## config.mk

```make
export PLATFORM = sky130hd
export DESIGN_NAME = http_header_line_parser_unit
export DESIGN_NICKNAME = d
export VERILOG_FILES = /design/src/rtl/hhlp_pkg.sv /design/src/rtl/hhlp_step.sv /design/src/rtl/http_header_line_parser_unit.sv
export SDC_FILE = /design/constraint.sdc
export NUM_CORES = 1
export LEC_CHECK = 0
export BUFFER_PORTS_ARGS = -buffer_cell sky130_fd_sc_hd__buf_2
export CAP_MARGIN = 40
export CORE_ASPECT_RATIO = 0.6
export CORE_MARGIN = 2
export CORE_UTILIZATION = 30
export CTS_BUF_LIST = sky130_fd_sc_hd__clkbuf_16
export DETAILED_ROUTE_END_ITERATION = 16
export GPL_ROUTABILITY_DRIVEN = 0
export PLACE_DENSITY = 0.43
export SYNTH_ARGS = -nofsm -noshare
export SYNTH_HDL_FRONTEND = slang
export SYNTH_HIERARCHICAL = 1
export SYNTH_SLANG_ARGS = --single-unit
```

## constraint.sdc

```tcl
create_clock -name clk -period 8.7 [get_ports clk]
set_clock_uncertainty 0.2 [all_clocks]
set_input_delay 2.175 -clock clk [delete_from_list [all_inputs] [get_ports clk]]
set_output_delay 2.175 -clock clk [all_outputs]
set_load 0.02 [all_outputs]
```

## src/rtl/hhlp_pkg.sv

```systemverilog
`timescale 1ns / 1ps

package hhlp_pkg;

  // Largest header block, in bytes, before the position overflows.
  localparam int unsigned MAX_BLOCK_BYTES_DEF = 65536;

  // Field widths.
  localparam int unsigned OFS_W  = 16;
  localparam int unsigned POS_W  = 17;
  localparam int unsigned PH_W   = 3;

  // Character codes.
  localparam logic [7:0] CH_SPACE = 8'h20;
  localparam logic [7:0] CH_TAB   = 8'h09;
  localparam logic [7:0] CH_CR    = 8'h0D;
  localparam logic [7:0] CH_LF    = 8'h0A;
  localparam logic [7:0] CH_COLON = 8'h3A;

  // Parse phases.
  localparam logic [PH_W-1:0] PH_LINE      = 3'd0;
  localparam logic [PH_W-1:0] PH_KEY       = 3'd1;
  localparam logic [PH_W-1:0] PH_KEY_BLANK = 3'd2;
  localparam logic [PH_W-1:0] PH_VAL_BLANK = 3'd3;
  localparam logic [PH_W-1:0] PH_VALUE     = 3'd4;
  localparam logic [PH_W-1:0] PH_VALUE_CR  = 3'd5;
  localparam logic [PH_W-1:0] PH_EMPTY_CR  = 3'd6;
  localparam logic [PH_W-1:0] PH_HOLD      = 3'd7;

  // Result kinds.
  localparam logic [1:0] KIND_PAIR      = 2'd0;
  localparam logic [1:0] KIND_END       = 2'd1;
  localparam logic [1:0] KIND_MALFORMED = 2'd2;
  localparam logic [1:0] KIND_OVERFLOW  = 2'd3;

  typedef struct packed {
    logic [7:0] byte_in;
    logic       restart;
  } hhlp_in_t;

  typedef struct packed {
    logic [1:0]       kind;
    logic [OFS_W-1:0] key_offset;
    logic [OFS_W-1:0] key_length;
    logic [OFS_W-1:0] value_offset;
    logic [OFS_W-1:0] value_length;
    logic [POS_W-1:0] header_bytes;
  } hhlp_out_t;

  typedef struct packed {
    logic [PH_W-1:0]  phase;
    logic [POS_W-1:0] position;
    logic [OFS_W-1:0] key_start;
    logic [OFS_W-1:0] key_count;
    logic [OFS_W-1:0] value_start;
    logic [OFS_W-1:0] last_nonblank;
  } hhlp_state_t;

  // Space or horizontal tab.
  function automatic logic is_blank(input logic [7:0] c);
    return (c == CH_SPACE) || (c == CH_TAB);
  endfunction

endpackage

```

## src/rtl/hhlp_step.sv

```systemverilog
`timescale 1ns / 1ps

module hhlp_step
  import hhlp_pkg::*;
#(
  parameter int unsigned MAX_BLOCK_BYTES = MAX_BLOCK_BYTES_DEF
) (
  input  hhlp_state_t      cur,
  input  logic [OFS_W-1:0] start_position,
  input  hhlp_in_t         item,
  output hhlp_state_t      nxt,
  output logic             res_valid,
  output hhlp_out_t        res
);

  hhlp_state_t      st;
  logic [POS_W:0]   abs_pos;
  logic [OFS_W-1:0] p;
  logic [7:0]       c;
  logic             overflow;

  assign c = item.byte_in;

  // One byte of the parse: next state and at most one result.
  always_comb begin
    st = cur;
    if (item.restart) begin
      st.phase    = PH_LINE;
      st.position = '0;
    end
    nxt       = st;
    res_valid = 1'b0;
    res       = '0;

    abs_pos  = {1'b0, st.position} + {{(POS_W + 1 - OFS_W){1'b0}}, start_position};
    overflow = (32'(st.position) >= 32'(MAX_BLOCK_BYTES)) ||
               (abs_pos > {{(POS_W + 1 - OFS_W){1'b0}}, {OFS_W{1'b1}}});
    p        = abs_pos[OFS_W-1:0];

    if (st.phase != PH_HOLD) begin
      if (overflow) begin
        res_valid = 1'b1;
        res.kind  = KIND_OVERFLOW;
        nxt.phase = PH_HOLD;
      end else begin
        nxt.position = st.position + 1'b1;
        case (st.phase)
          PH_LINE: begin
            if (is_blank(c)) begin
              nxt.phase = PH_LINE;
            end else if (c == CH_COLON || c == CH_LF) begin
              res_valid = 1'b1;
              res.kind  = KIND_MALFORMED;
            end else if (c == CH_CR) begin
              nxt.phase = PH_EMPTY_CR;
            end else begin
              nxt.key_start = p;
              nxt.phase     = PH_KEY;
            end
          end
          PH_KEY: begin
            if (c == CH_CR || c == CH_LF) begin
              res_valid = 1'b1;
              res.kind  = KIND_MALFORMED;
            end else if (is_blank(c)) begin
              nxt.key_count = p - st.key_start;
              nxt.phase     = PH_KEY_BLANK;
            end else if (c == CH_COLON) begin
              nxt.key_count = p - st.key_start;
              nxt.phase     = PH_VAL_BLANK;
            end
          end
          PH_KEY_BLANK: begin
            if (c == CH_COLON) begin
              nxt.phase = PH_VAL_BLANK;
            end else if (!is_blank(c)) begin
              res_valid = 1'b1;
              res.kind  = KIND_MALFORMED;
            end
          end
          PH_VAL_BLANK: begin
            if (c == CH_CR || c == CH_LF) begin
              res_valid = 1'b1;
              res.kind  = KIND_MALFORMED;
            end else if (!is_blank(c)) begin
              nxt.value_start   = p;
              nxt.last_nonblank = p;
              nxt.phase         = PH_VALUE;
            end
          end
          PH_VALUE: begin
            if (c == CH_LF) begin
              res_valid = 1'b1;
              res.kind  = KIND_MALFORMED;
            end else if (c == CH_CR) begin
              nxt.phase = PH_VALUE_CR;
            end else if (!is_blank(c)) begin
              nxt.last_nonblank = p;
            end
          end
          PH_VALUE_CR: begin
            res_valid = 1'b1;
            if (c == CH_LF) begin
              res.kind         = KIND_PAIR;
              res.key_offset   = st.key_start;
              res.key_length   = st.key_count;
              res.value_offset = st.value_start;
              res.value_length = st.last_nonblank + 1'b1 - st.value_start;
            end else begin
              res.kind = KIND_MALFORMED;
            end
          end
          PH_EMPTY_CR: begin
            res_valid = 1'b1;
            if (c == CH_LF) begin
              res.kind         = KIND_END;
              res.header_bytes = nxt.position;
            end else begin
              res.kind = KIND_MALFORMED;
            end
          end
          default: begin
            nxt.phase = PH_HOLD;
          end
        endcase
        // A pair returns to line start; every other result holds.
        if (res_valid) begin
          nxt.phase = (res.kind == KIND_PAIR) ? PH_LINE : PH_HOLD;
        end
      end
    end
  end

endmodule

```

## src/rtl/http_header_line_parser_unit.sv

```systemverilog
`timescale 1ns / 1ps
// Channel  Direction  Payload     Handshake
// in_      input      hhlp_in_t   in_valid / in_stall
// out_     output     hhlp_out_t  out_valid / out_stall
// cfg_     input      16 bits     cfg_wr_en, no wait
//
// A byte is taken into the input register, parsed from there, and its result,
// if any, is registered in the output register. One byte per cycle is
// sustained while the output does not stall. The parse state is updated only
// when a byte moves from the input register into the parse step. A stall on
// the output holds the result register and then the input register.
// Reset is synchronous and returns the parser to line start at position zero.

module http_header_line_parser_unit
  import hhlp_pkg::*;
#(
  parameter int unsigned MAX_BLOCK_BYTES = MAX_BLOCK_BYTES_DEF
) (
  input  logic             clk,
  input  logic             rst_n,
  input  logic             in_valid,
  output logic             in_stall,
  input  hhlp_in_t         in_data,
  output logic             out_valid,
  input  logic             out_stall,
  output hhlp_out_t        out_data,
  input  logic             cfg_wr_en,
  input  logic [OFS_W-1:0] cfg_wr_data
);

  logic             in_valid_r;
  hhlp_in_t         in_data_r;
  logic             out_valid_r;
  hhlp_out_t        out_data_r;
  hhlp_state_t      state_r;
  hhlp_state_t      state_nxt;
  logic [OFS_W-1:0] start_position_r;
  logic             res_valid;
  hhlp_out_t        res;
  logic             advance;
  logic             in_take;

  // The held byte moves on unless a result waits and is stalled.
  assign advance  = in_valid_r && !(out_valid_r && out_stall);
  assign in_stall = in_valid_r && !advance;
  assign in_take  = in_valid && !in_stall;

  hhlp_step #(
    .MAX_BLOCK_BYTES(MAX_BLOCK_BYTES)
  ) u_step (
    .cur           (state_r),
    .start_position(start_position_r),
    .item          (in_data_r),
    .nxt           (state_nxt),
    .res_valid     (res_valid),
    .res           (res)
  );

  // Configuration register.
  always_ff @(posedge clk) begin
    if (!rst_n) begin
      start_position_r <= '0;
    end else if (cfg_wr_en) begin
      start_position_r <= cfg_wr_data;
    end
  end

  // Input register.
  always_ff @(posedge clk) begin
    if (!rst_n) begin
      in_valid_r <= 1'b0;
    end else if (in_take) begin
      in_valid_r <= 1'b1;
    end else if (advance) begin
      in_valid_r <= 1'b0;
    end
  end

  always_ff @(posedge clk) begin
    if (in_take) begin
      in_data_r <= in_data;
    end
  end

  // Parse state.
  always_ff @(posedge clk) begin
    if (!rst_n) begin
      state_r.phase         <= PH_LINE;
      state_r.position      <= '0;
      state_r.key_start     <= '0;
      state_r.key_count     <= '0;
      state_r.value_start   <= '0;
      state_r.last_nonblank <= '0;
    end else if (advance) begin
      state_r <= state_nxt;
    end
  end

  // Result register.
  always_ff @(posedge clk) begin
    if (!rst_n) begin
      out_valid_r <= 1'b0;
    end else if (advance) begin
      out_valid_r <= res_valid;
    end else if (!out_stall) begin
      out_valid_r <= 1'b0;
    end
  end

  always_ff @(posedge clk) begin
    if (advance && res_valid) begin
      out_data_r <= res;
    end
  end

  assign out_valid = out_valid_r;
  assign out_data  = out_data_r;

endmodule
```

==> results of run 1 <==
metrics by stage:
stage	total power (W)	area, µm²	hold WS (ns)
2_1_floorplan	0.00113	11600	0.234
3_3_place_gp	0.00118	12500	0.242
3_5_place_dp	0.00119	12600	0.247
4_1_cts	0.00207	13200	0.260
5_1_grt	0.00213	13200	0.279
6_report	0.00204	13200	0.256
worst min-delay path: cells and delay by family, from the launching register on:
kind             cells  cell delay (ns)
multiplexers         1             0.05
AND/OR/NAND/NOR      1             0.05
flip-flops           1             0.31
power breakdown:
group	switching, W	leakage, nW	internal [W]
logic	0.000117	2.98	0.0000759
clock network	0.000378	0.321	0.000499
registers	0.0000132	1.73	0.000958
cell families (layout without fill, tap and decap cells):
| kind of cell | after synthesis | after routing | share of synthesized area [%] |
|---|---|---|---|
| compound gates | 168 | 168 | 9.34 |
| xor+xnor | 67 | 67 | 5.17 |
| fa+ha+maj | 57 | 57 | 6.26 |
| buf+inv | 121 | 211 | 5.13 |
| flops | 194 | 194 | 41.4 |
| mux | 145 | 145 | 13.0 |
| other cells | 0 | 1 | 0 |
| simple gates | 501 | 501 | 19.7 |
synth_stat cells, types with 32 or more instances:
cell type and n:
edfxtp_1 92, mux2_2 34, o21ai_0 43, nand2_1 235, inv_1 51, a21oi_1 42, xnor2_1 46, mux2i_1 103
ha_1 54, dfxtp_1 102, clkbuf_1 32, nor2_1 106, nor2b_1 35
final timing paths:
kind                 from           to  slack, ns  depth (start not counted)
min            state_r[1]   state_r[1]       0.26                          2
min reg2reg    state_r[1]   state_r[1]       0.26                          2
max          in_data_r[0]  state_r[47]       3.17                         21
max reg2reg  in_data_r[0]  state_r[47]       3.17                         21
flip-flops by register name (all words and copies together) (netlist names):
signal,cells
out_data,83
in_valid_r,1
start_position_r,16
state_r,84
in_data_r,9
out_valid,1
final cells by class:
cell class	count	area, µm²	area share, %
Timing Repair Buffer	127	731	5.52
Antenna cell	1	2.50	0.0189
Clock buffer	18	450	3.40
Clock inverter	14	185	1.40
Tap cell	513	642	4.85
Multi-Input combinational cell	938	6220	47.0
Inverter	52	195	1.47
Sequential cell	194	4800	36.3
cells in the final DEF, fill, tap and decap left out, types with 8 or more instances in the layout:
master,netlist,routed
a21oi_1,42,41
and2_1,27,27
and3_1,20,20
buf_2,20,113
buf_4,7,11
clkbuf_16,0,18
dfxtp_1,102,102
edfxtp_1,92,92
ha_1,54,54
inv_1,51,54
mux2_1,8,8
mux2_2,34,34
mux2i_1,103,103
nand2_1,235,235
nand3_1,18,18
nand4_1,8,8
nor2_1,106,106
nor2b_1,35,35
nor3_1,13,13
nor4_1,10,10
o21ai_0,43,43
o21bai_1,9,9
xnor2_1,46,46
xor2_1,20,20
metal layers:
metal / vias to the layer above / routed length [µm]
met1: 4259 / 17100
met4: 0 / 257
met2: 151 / 12600
met3: 16 / 1190
met5: - / 0
li1: 4501 / -
==> flow_summary.html, run 1 <==
<table>
<tr><th>Metric</th><th>Value</th></tr>
<tr><th colspan="2">STA</th></tr>
<tr><td>Worst max-slew margin expressed relative to the limit</td><td>42.1%</td></tr>
<tr><td>Fmax</td><td>0.181 GHz</td></tr>
<tr><td>Total count of max-transition violations in the final report</td><td>0</td></tr>
<tr><td>Share of the clock period used by the worst path</td><td>63.5%</td></tr>
<tr><td>Total setup violations reported at the end of the flow</td><td>0</td></tr>
<tr><td>Pin slew with the least headroom to its limit</td><td>0.869 ns</td></tr>
<tr><td>Final Hold Violating Endpoints</td><td>0</td></tr>
<tr><td>RSZ-0062 raised after global routing</td><td>false</td></tr>
<tr><td>Min setup slack post-route</td><td>3.17 ns</td></tr>
<tr><td>Minimum clock period</td><td>5.53 ns</td></tr>
<tr><td>Final sum of negative setup slack</td><td>0 ns</td></tr>
<tr><th colspan="2">Clock network</th></tr>
<tr><td>Post-CTS Setup Bufs</td><td>0</td></tr>
<tr><td>Inserted Clock Buffers</td><td>17</td></tr>
<tr><td>Root Buffer Master</td><td>clkbuf_16</td></tr>
<tr><td>Count of instances resized after the clock tree is built</td><td>0</td></tr>
<tr><td>Buffer depth of the longest clock path</td><td>2</td></tr>
<tr><td>Clock insertion delay at the later pin of the skew report</td><td>0.45 ns</td></tr>
<tr><td>CTS HTree Levels</td><td>4</td></tr>
<tr><td>CTS tree</td><td>yes</td></tr>
<tr><td>Clock transition at the register clock pins on the worst setup and hold paths after CTS</td><td>0.07 ns</td></tr>
<tr><td>Total clock sinks</td><td>194</td></tr>
<tr><td>Hold_buf cts</td><td>0</td></tr>
<tr><th colspan="2">Floorplan</th></tr>
<tr><td>Placeable core region</td><td>0.0379 mm²</td></tr>
<tr><td>Floorplan die width</td><td>258 µm</td></tr>
<tr><td>Top-level port count</td><td>115</td></tr>
<tr><td>Die boundary height</td><td>156 µm</td></tr>
<tr><td>Die footprint</td><td>0.0403 mm²</td></tr>
<tr><td>Starting density of the core</td><td>30.6%</td></tr>
<tr><td>Number of core rows</td><td>55</td></tr>
<tr><th colspan="2">Pwr</th></tr>
<tr><td>Power per standard cell area</td><td>154 mW/mm²</td></tr>
<tr><td>Maximum resistive drop on vdd</td><td>0.144 mV</td></tr>
<tr><td>Standby leakage power</td><td>5.03 nW</td></tr>
<tr><th colspan="2">Route</th></tr>
<tr><td>Total wire length</td><td>31200 µm</td></tr>
<tr><td>Number of optimization iterations in the first detailed-route pass</td><td>5</td></tr>
<tr><td>Routed Antenna Nets</td><td>0</td></tr>
<tr><td>Initial DRC count</td><td>625</td></tr>
<tr><td>Per-cell routed wire length</td><td>16.8 µm</td></tr>
<tr><td>Vias post-DR</td><td>8927</td></tr>
<tr><td>Via count normalized by instance count</td><td>4.81</td></tr>
<tr><td>DR DRC count</td><td>0</td></tr>
<tr><th colspan="2">Critical path</th></tr>
<tr><td>CP Launch Type</td><td>register</td></tr>
<tr><td>CP top delay family</td><td>compound AO/OA/AOI/OAI gates</td></tr>
<tr><td>Required time of the critical path</td><td>8.88 ns</td></tr>
<tr><td>Slowest CP cell</td><td>o31ai_1</td></tr>
<tr><td>Crit Path Max Fanout</td><td>42</td></tr>
<tr><td>Peak per-stage delay on the critical path</td><td>0.52 ns</td></tr>
<tr><td>Worst-path cell chain</td><td>buf_4, nor2b_1, ha_1, o21ai_0, a221oi_1, o211ai_1, nand4_1, nand4_1, a21o_1, a22o_1, xnor2_1, ha_1, nand2_1, o31ai_1, a211oi_1, o21bai_1, xor2_1, xnor3_1, mux2i_1, nand2_1, mux2i_1</td></tr>
<tr><td>Buf+Inv Stages, Crit Path</td><td>1</td></tr>
<tr><td>Arrival time of the worst setup path</td><td>5.71 ns</td></tr>
<tr><td>CP endpoint kind</td><td>register</td></tr>
<tr><td>CP Class</td><td>register to register</td></tr>
<tr><th colspan="2">Cells and area</th></tr>
<tr><td>Layout cells sized above 1</td><td>14.9%</td></tr>
<tr><td>Area overhead of the layout relative to synthesis</td><td>14.0%</td></tr>
<tr><td>Final instance count without filler cells</td><td>1857</td></tr>
<tr><td>Fillers</td><td>3899</td></tr>
<tr><td>Post-Route Utilization</td><td>34.9%</td></tr>
<tr><td>Final #Nets</td><td>1416</td></tr>
<tr><th colspan="2">Yosys</th></tr>
<tr><td>Mean instance size in the synthesized netlist</td><td>9.26 µm²</td></tr>
<tr><td>Cell count after synthesis</td><td>1253</td></tr>
<tr><td>Sequential cell area fraction in the yosys report</td><td>41.4%</td></tr>
<tr><td>Synth top area cells</td><td>edfxtp_1 (24%), dfxtp_1 (18%), mux2i_1 (8.9%)</td></tr>
<tr><td>Top FF cell, synth</td><td>dfxtp_1</td></tr>
<tr><td>Synth Net Count</td><td>1339</td></tr>
<tr><td>Synth warn</td><td>6</td></tr>
<tr><td>Dominant cell type by area after synthesis</td><td>edfxtp_1</td></tr>
<tr><td>Number of synthesized flops with an enable pin</td><td>92</td></tr>
<tr><td>Share of flip-flops with an asynchronous set or reset after synthesis</td><td>0%</td></tr>
<tr><td>Cell area after synthesis</td><td>0.0116 mm²</td></tr>
<tr><td>Synth cell types</td><td>71</td></tr>
<tr><td>FF+latch count, synth</td><td>194</td></tr>
<tr><td>Share of the synthesized area in the top cell type</td><td>23.8%</td></tr>
<tr><th colspan="2">Global route</th></tr>
<tr><td>Global-route wire length before repair</td><td>49000 µm</td></tr>
<tr><td>Grt ovf</td><td>0</td></tr>
<tr><td>Pin count of the biggest net entering global routing</td><td>86</td></tr>
<tr><td>Met1 Track Usage GR</td><td>23.8%</td></tr>
<tr><td>Overall Global Routing Usage</td><td>15.8%</td></tr>
<tr><td>Number of global-route vias before repair</td><td>8510</td></tr>
<tr><td>Number of antenna violations at the first check in global routing</td><td>2</td></tr>
<tr><td>Met3 track demand over resource</td><td>3.09%</td></tr>
<tr><td>GRT met2 Usage</td><td>22.9%</td></tr>
<tr><td>Layer carrying the most global-route usage</td><td>met1</td></tr>
<tr><th colspan="2">Placement</th></tr>
<tr><td>Post-placement cell count</td><td>1824</td></tr>
<tr><td>Post-DP HPWL</td><td>23100 µm</td></tr>
<tr><td>Quantity of I/O buffers inserted on ports</td><td>114</td></tr>
<tr><td>Pre-CTS setup slack</td><td>3.23 ns</td></tr>
<tr><th colspan="2">Run status</th></tr>
<tr><td>Status</td><td>finished, final reports clean</td></tr>
<tr><th colspan="2">Flow run</th></tr>
<tr><td>Max-Cap Viols</td><td>0</td></tr>
<tr><th colspan="2">Min path</th></tr>
<tr><td>Path class of the lowest-slack min-delay path</td><td>register to register</td></tr>
</table>
Note: power is estimated with default switching activity, not from simulation.
==> inputs of run 2 (changes only) <==
clock period = 5.2 ns   (was 8.7 ns; I/O delays follow)
==> run 2 against run 1 <==
  * Wire length rose by 0.27%
  * Total power rose by 66%
  * Non-clock buffer count rose by 15
  * Core utilization rose by 0.45 points
  * Flip-flop and latch count did not move
  * Final area rose by 1.3%
  * Die area did not move
  * Sequential power rose by 68%
  * Worst hold slack improved by 0.0016 ns
  * Critical path type unchanged
  * Critical path depth fell by 2
==> flow_summary.html, run 2 (same netlist as run 1, synthesis figures left out) <==
<table>
<tr><th>Metric</th><th>Value</th></tr>
<tr><th colspan="2">Global route</th></tr>
<tr><td>Number of antenna violations at the first check in global routing</td><td>1 (-1)</td></tr>
<tr><td>Global-route wire length before repair</td><td>48800 µm (-0.55%)</td></tr>
<tr><td>Overall Global Routing Usage</td><td>15.7% (-0.12 points)</td></tr>
<tr><td>Grt ovf</td><td>0 (unchanged)</td></tr>
<tr><td>Pin count of the biggest net entering global routing</td><td>85 (-1.2%)</td></tr>
<tr><td>Number of global-route vias before repair</td><td>8515 (+0.059%)</td></tr>
<tr><th colspan="2">Min path</th></tr>
<tr><td>Path class of the lowest-slack min-delay path</td><td>register to register</td></tr>
<tr><td>Hold wc startpoint</td><td>state_r[53]</td></tr>
<tr><td>Hold Path Depth</td><td>2 (unchanged)</td></tr>
<tr><th colspan="2">Cells and area</th></tr>
<tr><td>Area overhead of the layout relative to synthesis</td><td>15.5%</td></tr>
<tr><td>Layout cells sized above 1</td><td>16.5% (+1.6 points)</td></tr>
<tr><td>Final #Nets</td><td>1431 (+1.1%)</td></tr>
<tr><td>Most frequent standard cell in the layout excluding fill and tap cells</td><td>nand2_1</td></tr>
<tr><td>Number of flip-flops in the largest register</td><td>84 (unchanged)</td></tr>
<tr><td>Post-Route Utilization</td><td>35.4% (+0.45 points)</td></tr>
<tr><td>Reg with most FFs</td><td>state_r</td></tr>
<tr><td>Fillers</td><td>3934 (+0.90%)</td></tr>
<tr><td>Commonest non-fill, non-tap cells in the layout</td><td>nand2_1 (235), buf_2 (113), nor2_1 (106), mux2i_1 (103), dfxtp_1 (102)</td></tr>
<tr><th colspan="2">Route</th></tr>
<tr><td>Initial DRC count</td><td>643 (+2.9%)</td></tr>
<tr><td>Number of optimization iterations in the first detailed-route pass</td><td>7 (+2)</td></tr>
<tr><td>Per-cell routed wire length</td><td>16.7 µm (-0.53%)</td></tr>
<tr><td>DR DRC count</td><td>0 (unchanged)</td></tr>
<tr><td>Via count normalized by instance count</td><td>4.75 (-1.3%)</td></tr>
<tr><td>Total wire length</td><td>31300 µm (+0.27%)</td></tr>
<tr><td>Routed Antenna Nets</td><td>0 (unchanged)</td></tr>
<tr><td>Vias post-DR</td><td>8885 (-0.47%)</td></tr>
<tr><th colspan="2">Run status</th></tr>
<tr><td>Status</td><td>finished, final reports clean</td></tr>
<tr><th colspan="2">Pwr</th></tr>
<tr><td>Clock network power share</td><td>42.5% (-0.5 points)</td></tr>
<tr><td>Power per standard cell area</td><td>253 mW/mm² (+64%)</td></tr>
<tr><td>Standby leakage power</td><td>5.14 nW (+2.1%)</td></tr>
<tr><td>Logic gate share of total power</td><td>9.6% (about the same)</td></tr>
<tr><td>Switching power share of the total</td><td>25.2% (+0.27 points)</td></tr>
<tr><td>Portion of total power attributed to sequential cells</td><td>47.9% (+0.3 points)</td></tr>
<tr><td>Maximum resistive drop on vdd</td><td>0.247 mV (+71%)</td></tr>
<tr><td>Internal power component</td><td>0.00254 W (+66%)</td></tr>
<tr><td>Switching pwr</td><td>0.000855 W (+68%)</td></tr>
<tr><th colspan="2">Floorplan</th></tr>
<tr><td>Floorplan die width</td><td>258 µm (unchanged)</td></tr>
<tr><td>Number of core rows</td><td>55 (unchanged)</td></tr>
<tr><td>Top-level port count</td><td>115 (unchanged)</td></tr>
<tr><td>Starting density of the core</td><td>30.6% (unchanged)</td></tr>
<tr><td>Die boundary height</td><td>156 µm (unchanged)</td></tr>
<tr><td>Die footprint</td><td>0.0403 mm² (unchanged)</td></tr>
<tr><td>Placeable core region</td><td>0.0379 mm² (unchanged)</td></tr>
<tr><th colspan="2">Clock network</th></tr>
<tr><td>Total clock sinks</td><td>194 (unchanged)</td></tr>
<tr><td>Inserted Clock Buffers</td><td>17 (unchanged)</td></tr>
<tr><td>Buffer depth of the longest clock path</td><td>2 (unchanged)</td></tr>
<tr><td>Clock insertion delay at the later pin of the skew report</td><td>0.45 ns (about the same)</td></tr>
<tr><td>CTS tree</td><td>yes</td></tr>
<tr><td>Root Buffer Master</td><td>clkbuf_16</td></tr>
<tr><td>Clock transition at the register clock pins on the worst setup and hold paths after CTS</td><td>0.07 ns (about the same)</td></tr>
<tr><td>CTS HTree Levels</td><td>4 (unchanged)</td></tr>
<tr><th colspan="2">Critical path</th></tr>
<tr><td>CP endpoint kind</td><td>register</td></tr>
<tr><td>Endpoint of the lowest-slack register-to-register path</td><td>state_r[47]</td></tr>
<tr><td>Worst reg-to-reg path cell count</td><td>19 (-9.5%)</td></tr>
<tr><td>Crit path launch</td><td>state_r[65]</td></tr>
<tr><td>Crit Path Max Fanout</td><td>8 (-81%)</td></tr>
<tr><td>Arrival time of the worst setup path</td><td>4.95 ns (-0.76 ns)</td></tr>
<tr><td>Capture point of the worst path</td><td>state_r[47]</td></tr>
<tr><td>CP Class</td><td>register to register</td></tr>
<tr><td>CP Launch Type</td><td>register</td></tr>
<tr><td>Worst R2R Setup Slack</td><td>0.43 ns (-2.75 ns)</td></tr>
<tr><td>Critical register-to-register path startpoint</td><td>state_r[65]</td></tr>
<tr><td>Required time of the critical path</td><td>5.38 ns (-3.50 ns)</td></tr>
<tr><th colspan="2">STA</th></tr>
<tr><td>RSZ-0062 raised after global routing</td><td>false</td></tr>
<tr><td>Pin slew with the least headroom to its limit</td><td>0.846 ns (-0.0225 ns)</td></tr>
<tr><td>Share of the clock period used by the worst path</td><td>91.8% (+28 points)</td></tr>
<tr><td>Total count of max-transition violations in the final report</td><td>0 (unchanged)</td></tr>
<tr><td>Minimum clock period</td><td>4.77 ns (-0.755 ns)</td></tr>
<tr><td>Fmax</td><td>0.210 GHz (+16%)</td></tr>
<tr><td>Total setup violations reported at the end of the flow</td><td>0 (unchanged)</td></tr>
<tr><td>Final sum of negative setup slack</td><td>0 ns (unchanged)</td></tr>
<tr><td>Worst max-slew margin expressed relative to the limit</td><td>43.1% (+1.1 points)</td></tr>
<tr><td>Final Hold Violating Endpoints</td><td>0 (unchanged)</td></tr>
<tr><th colspan="2">Placement</th></tr>
<tr><td>Quantity of I/O buffers inserted on ports</td><td>114 (unchanged)</td></tr>
<tr><td>Post-DP HPWL</td><td>22900 µm (-0.88%)</td></tr>
<tr><th colspan="2">Flow run</th></tr>
<tr><td>Max-Cap Viols</td><td>0 (unchanged)</td></tr>
</table>
[run 2: what timing repair did]
item                       4_1_cts  5_1_grt
hold buffers                     0        0
resized for setup                0       10
setup endpoints to repair        0        4
buffers inserted                 0        2
[run 2: power by group through the flow]
stage          sequential, W  combinational (W)  clock, W
2_1_floorplan        0.00165           0.000237         0
3_3_place_gp         0.00166           0.000319         0
3_5_place_dp         0.00166           0.000323         0
4_1_cts              0.00163           0.000324   0.00150
5_1_grt              0.00163           0.000359   0.00154
6_report             0.00163           0.000327   0.00144
[run 2: layout make-up]
type	instances	area [µm²]	area share [%]
multi-input combinational	938	6280	46.9
sequential	194	4800	35.8
timing repair buffer	142	857	6.39
tap	513	642	4.79
clock buffer	17	425	3.17
inverter	52	195	1.46
clock inverter	15	193	1.44
antenna	1	2.50	0.0187
[run 2: per-layer routing]
| metal | share of wire, % | GRT usage [%] | vias up |
|---|---|---|---|
| li1 | - | - | 4525 |
| met1 | 55 | 24.0 | 4161 |
| met2 | 41 | 22.6 | 180 |
| met3 | 3.9 | 2.62 | 19 |
| met4 | 0.82 | 3.61 | 0 |
| met5 | 0 | 0 | - |
[run 2: worst max-delay path, cell delays in order (launching register included)]
cell      delay, ns
dfxtp_1        0.46
nor2b_2        0.26
xnor2_1        0.09
ha_1           0.24
a21oi_1        0.17
o221ai_1       0.15
maj3_2         0.35
a211o_1        0.33
a31oi_2        0.32
o21a_1         0.21
xnor2_2        0.19
ha_1           0.36
and3_1         0.22
a211oi_1       0.32
o21bai_1       0.13
xor2_1         0.16
xnor3_1        0.22
mux2i_1        0.14
nand2_1        0.07
mux2i_1        0.12
[run 2: how the worst min path moves through the flow]
stage / slack (ns) / to
5_1_grt: 0.27 / state_r[16]
4_1_cts: 0.26 / state_r[54]
6_report: 0.26 / state_r[53]
3_5_place_dp: 0.25 / state_r[54]
3_3_place_gp: 0.24 / state_r[26]
2_1_floorplan: 0.23 / state_r[68]
[run 2: metrics by stage]
step / hold slack [ns] / worst slack (ns) / instance area, µm² / power, W / cells
after floorplan: 0.234 / 0.0511 / 11600 / 0.00189 / 1253
after global placement: 0.242 / 0.331 / 12700 / 0.00198 / 1836
after detailed placement: 0.247 / 0.196 / 12700 / 0.00198 / 1837
after CTS: 0.260 / 0.170 / 13300 / 0.00345 / 1869
after global routing: 0.269 / 0.00763 / 13400 / 0.00352 / 1871
final: 0.258 / 0.427 / 13400 / 0.00340 / 1872
==> inputs of run 3 (changes only) <==
ABC_AREA = 1   (was not set)
==> run 3 against run 2 <==
  * Via count grew 22%
  * Sequential share of layout area shrank 0.20 points
  * Final area grew 0.64%
  * Die area grew 3.3%
  * Critical path type unchanged
  * Largest power group unchanged
  * Highest routed layer unchanged
==> flow_summary.html, run 3 <==
<table>
<tr><th>Metric</th><th>Value</th></tr>
<tr><th colspan="2">Run status</th></tr>
<tr><td>Status</td><td>finished, final reports clean</td></tr>
<tr><th colspan="2">Floorplan</th></tr>
<tr><td>Die boundary height</td><td>159 µm (+1.6%)</td></tr>
<tr><td>Floorplan die width</td><td>262 µm (+1.6%)</td></tr>
<tr><td>Die footprint</td><td>0.0416 mm² (+3.3%)</td></tr>
<tr><td>Starting density of the core</td><td>30.6% (-0.048 points)</td></tr>
<tr><td>Placeable core region</td><td>0.0392 mm² (+3.5%)</td></tr>
<tr><td>Top-level port count</td><td>115 (unchanged)</td></tr>
<tr><td>Number of core rows</td><td>56 (+1.8%)</td></tr>
<tr><th colspan="2">Route</th></tr>
<tr><td>Number of optimization iterations in the first detailed-route pass</td><td>7 (unchanged)</td></tr>
<tr><td>Via count normalized by instance count</td><td>4.74 (-0.20%)</td></tr>
<tr><td>Total wire length</td><td>36400 µm (+16%)</td></tr>
<tr><td>Routed Antenna Nets</td><td>0 (unchanged)</td></tr>
<tr><td>Per-cell routed wire length</td><td>16.0 µm (-4.5%)</td></tr>
<tr><td>Initial DRC count</td><td>988 (+54%)</td></tr>
<tr><td>DR DRC count</td><td>0 (unchanged)</td></tr>
<tr><td>Vias post-DR</td><td>10.8k (+22%)</td></tr>
<tr><th colspan="2">Critical path</th></tr>
<tr><td>Worst reg-to-reg path cell count</td><td>19 (unchanged)</td></tr>
<tr><td>Most used cell along the critical path</td><td>a21oi_1</td></tr>
<tr><td>Worst-path cell chain</td><td>nor2_1, ha_1, nand2_1, a21oi_1, nand3_1, nand3_1, a21oi_1, xor2_1, ha_1, a21oi_1, o21ai_0, a21oi_1, o21ai_0, xor2_1, o21ai_0, inv_1, nand3_1, nand2_1, nor2_1</td></tr>
<tr><td>Arrival time of the worst setup path</td><td>4.73 ns (-0.22 ns)</td></tr>
<tr><td>CP Launch Type</td><td>register</td></tr>
<tr><td>CP endpoint kind</td><td>register</td></tr>
<tr><td>Peak per-stage delay on the critical path</td><td>0.63 ns (+0.17 ns)</td></tr>
<tr><td>CP Class</td><td>register to register</td></tr>
<tr><td>Crit Path Max Fanout</td><td>13 (+5)</td></tr>
<tr><td>Slowest CP cell</td><td>edfxtp_1</td></tr>
<tr><td>Required time of the critical path</td><td>5.35 ns (-0.03 ns)</td></tr>
<tr><th colspan="2">Pwr</th></tr>
<tr><td>Logic gate share of total power</td><td>23.2% (+14 points)</td></tr>
<tr><td>Post-layout power</td><td>0.00388 W (+14%)</td></tr>
<tr><td>Switching pwr</td><td>0.00130 W (+52%)</td></tr>
<tr><td>Switching power share of the total</td><td>33.4% (+8.2 points)</td></tr>
<tr><td>Maximum resistive drop on vdd</td><td>0.206 mV (-16%)</td></tr>
<tr><td>Clock network power share</td><td>32.4% (-10 points)</td></tr>
<tr><td>Power per standard cell area</td><td>288 mW/mm² (+14%)</td></tr>
<tr><td>Standby leakage power</td><td>5.69 nW (+11%)</td></tr>
<tr><td>Portion of total power attributed to sequential cells</td><td>44.4% (-3.5 points)</td></tr>
<tr><td>Internal power component</td><td>0.00258 W (+1.7%)</td></tr>
<tr><th colspan="2">STA</th></tr>
<tr><td>Total setup violations reported at the end of the flow</td><td>0 (unchanged)</td></tr>
<tr><td>Fmax</td><td>0.218 GHz (+4.1%)</td></tr>
<tr><td>Final sum of negative setup slack</td><td>0 ns (unchanged)</td></tr>
<tr><td>Pin slew with the least headroom to its limit</td><td>0.814 ns (-0.0320 ns)</td></tr>
<tr><td>Total count of max-transition violations in the final report</td><td>0 (unchanged)</td></tr>
<tr><td>Final Hold Violating Endpoints</td><td>0 (unchanged)</td></tr>
<tr><td>RSZ-0062 raised after global routing</td><td>false</td></tr>
<tr><td>Worst max-slew margin expressed relative to the limit</td><td>45.7% (+2.6 points)</td></tr>
<tr><td>Share of the clock period used by the worst path</td><td>88.2% (-3.6 points)</td></tr>
<tr><td>Minimum clock period</td><td>4.59 ns (-0.187 ns)</td></tr>
<tr><th colspan="2">Yosys</th></tr>
<tr><td>FF+latch count, synth</td><td>194 (unchanged)</td></tr>
<tr><td>Cell count after synthesis</td><td>1670 (+33%)</td></tr>
<tr><td>Mean instance size in the synthesized netlist</td><td>7.18 µm² (-22%)</td></tr>
<tr><td>Dominant cell type by area after synthesis</td><td>edfxtp_1</td></tr>
<tr><td>Synth top area cells</td><td>edfxtp_1 (23%), dfxtp_1 (17%), nand2_1 (9.8%)</td></tr>
<tr><td>Top FF cell, synth</td><td>dfxtp_1</td></tr>
<tr><td>Synth Net Count</td><td>1756 (+31%)</td></tr>
<tr><td>Most frequent cell after synthesis</td><td>nand2_1</td></tr>
<tr><td>Leading cell types by count after synthesis</td><td>nand2_1 (313), nor2_1 (281), inv_1 (262), nand3_1 (132), a21oi_1 (119)</td></tr>
<tr><td>Share of flip-flops with an asynchronous set or reset after synthesis</td><td>0% (unchanged)</td></tr>
<tr><td>Share of the synthesized area in the top cell type</td><td>23.0% (-0.76 points)</td></tr>
<tr><td>Cell area after synthesis</td><td>0.0120 mm² (+3.3%)</td></tr>
<tr><td>Synth cell types</td><td>46 (-35%)</td></tr>
<tr><td>Sequential cell area fraction in the yosys report</td><td>40.1% (-1.3 points)</td></tr>
<tr><td>Number of synthesized flops with an enable pin</td><td>92 (unchanged)</td></tr>
<tr><td>Synth warn</td><td>6 (unchanged)</td></tr>
<tr><th colspan="2">Clock network</th></tr>
<tr><td>Count of instances resized after the clock tree is built</td><td>0 (unchanged)</td></tr>
<tr><td>Clock transition at the register clock pins on the worst setup and hold paths after CTS</td><td>0.08 ns (about the same)</td></tr>
<tr><td>Root Buffer Master</td><td>clkbuf_16</td></tr>
<tr><td>CTS HTree Levels</td><td>4 (unchanged)</td></tr>
<tr><td>CTS tree</td><td>yes</td></tr>
<tr><td>Inserted Clock Buffers</td><td>17 (unchanged)</td></tr>
<tr><td>Post-CTS Setup Bufs</td><td>0 (unchanged)</td></tr>
<tr><td>Buffer depth of the longest clock path</td><td>2 (unchanged)</td></tr>
<tr><td>Hold_buf cts</td><td>0 (unchanged)</td></tr>
<tr><td>Clock insertion delay at the later pin of the skew report</td><td>0.46 ns (about the same)</td></tr>
<tr><td>Total clock sinks</td><td>194 (unchanged)</td></tr>
<tr><th colspan="2">Global route</th></tr>
<tr><td>Pin count of the biggest net entering global routing</td><td>89 (+4.7%)</td></tr>
<tr><td>Overall Global Routing Usage</td><td>17.8% (+2.1 points)</td></tr>
<tr><td>Number of antenna violations at the first check in global routing</td><td>1 (unchanged)</td></tr>
<tr><td>Number of global-route vias before repair</td><td>9560 (+12%)</td></tr>
<tr><td>Global-route wire length before repair</td><td>57200 µm (+17%)</td></tr>
<tr><td>Grt ovf</td><td>0 (unchanged)</td></tr>
<tr><th colspan="2">Cells and area</th></tr>
<tr><td>Layout cells sized above 1</td><td>10.3% (-6.2 points)</td></tr>
<tr><td>Number of flip-flops in the largest register</td><td>84 (unchanged)</td></tr>
<tr><td>Reg with most FFs</td><td>state_r</td></tr>
<tr><td>Final #Nets</td><td>1833 (+28%)</td></tr>
<tr><td>Most frequent standard cell in the layout excluding fill and tap cells</td><td>nand2_1</td></tr>
<tr><td>Fillers</td><td>4284 (+8.9%)</td></tr>
<tr><td>Sequential cell area</td><td>0.00481 mm² (about the same)</td></tr>
<tr><td>Commonest non-fill, non-tap cells in the layout</td><td>nand2_1 (313), nor2_1 (280), inv_1 (262), nand3_1 (132), a21oi_1 (119)</td></tr>
<tr><td>Area of the multi-input gates</td><td>0.00578 mm² (-8.0%)</td></tr>
<tr><td>Area overhead of the layout relative to synthesis</td><td>12.5%</td></tr>
<tr><td># diodes</td><td>0 (-1)</td></tr>
<tr><th colspan="2">Min path</th></tr>
<tr><td>Hold Path Depth</td><td>2 (unchanged)</td></tr>
<tr><td>Path class of the lowest-slack min-delay path</td><td>register to register</td></tr>
<tr><th colspan="2">Placement</th></tr>
<tr><td>Quantity of I/O buffers inserted on ports</td><td>114 (unchanged)</td></tr>
<tr><td>Post-DP HPWL</td><td>26900 µm (+17%)</td></tr>
<tr><th colspan="2">Flow run</th></tr>
<tr><td>Max-Cap Viols</td><td>0 (unchanged)</td></tr>
</table>
-- run 3: per-layer routing --
layer / wire length (µm) / track usage, %
met2: 12800 / 21.6
met4: 229 / 3.03
met5: 0 / 0
met3: 2210 / 3.50
met1: 21200 / 30.7
-- run 3: worst paths after layout --
| kind | from | to | slack (ns) |
|---|---|---|---|
| worst min register to register | state_r[45] | state_r[45] | 0.28 |
| worst min-delay path | state_r[45] | state_r[45] | 0.28 |
| worst max register to register | in_data_r[0] | state_r[46] | 0.61 |
| worst max-delay path | in_data_r[0] | state_r[46] | 0.61 |
-- run 3: cells by family (layout without fill, tap and decap cells) --
logic type / count (synthesis) / after routing / synth area share [%]
buf+inv: 336 / 426 / 11.8
xor+xnor: 46 / 46 / 3.36
flops: 194 / 194 / 40.1
compound gates: 263 / 263 / 11.8
fa+ha+maj: 56 / 56 / 5.97
simple gates: 775 / 775 / 27.0
-- run 3: power groups by stage --
| stage | combinational, W | sequential [W] | clock [W] |
|---|---|---|---|
| 3_5_place_dp | 0.000888 | 0.00176 | 0 |
| 5_1_grt | 0.00102 | 0.00174 | 0.00137 |
| 4_1_cts | 0.000893 | 0.00172 | 0.00131 |
| 3_3_place_gp | 0.000884 | 0.00176 | 0 |
| 6_report | 0.000900 | 0.00172 | 0.00126 |
| 2_1_floorplan | 0.000618 | 0.00177 | 0 |
-- run 3: layout make-up --
type	count	area share, %
clock buffer	17	3.15
inverter	265	7.37
sequential	194	35.6
multi-input combinational	1140	42.9
timing repair buffer	129	5.31
clock inverter	15	0.816
tap	522	4.84
-- run 3: worst max-delay path: cells and delay by family, from the launching register on --
family / cells / cell delay [ns]
XOR/XNOR: 2 / 0.77
adder cells (fa/ha/maj): 2 / 0.66
flip-flops: 1 / 0.63
AND/OR/NAND/NOR: 7 / 0.95
buffers and inverters: 1 / 0.06
AO/OA/AOI/OAI: 7 / 1.20
-- run 3: stage by stage --
stage	std cells	hold WS (ns)	cell area [µm²]	util (%)	setup WS, ns
finish	2282	0.281	13500	34.4	0.614
floorplan	1670	0.252	12000	-	0.250
detailed placement	2250	0.268	13000	33.0	0.706
CTS	2282	0.286	13500	34.4	0.666
global route	2282	0.305	13500	34.4	0.247
global placement	2249	0.260	12900	32.9	0.727
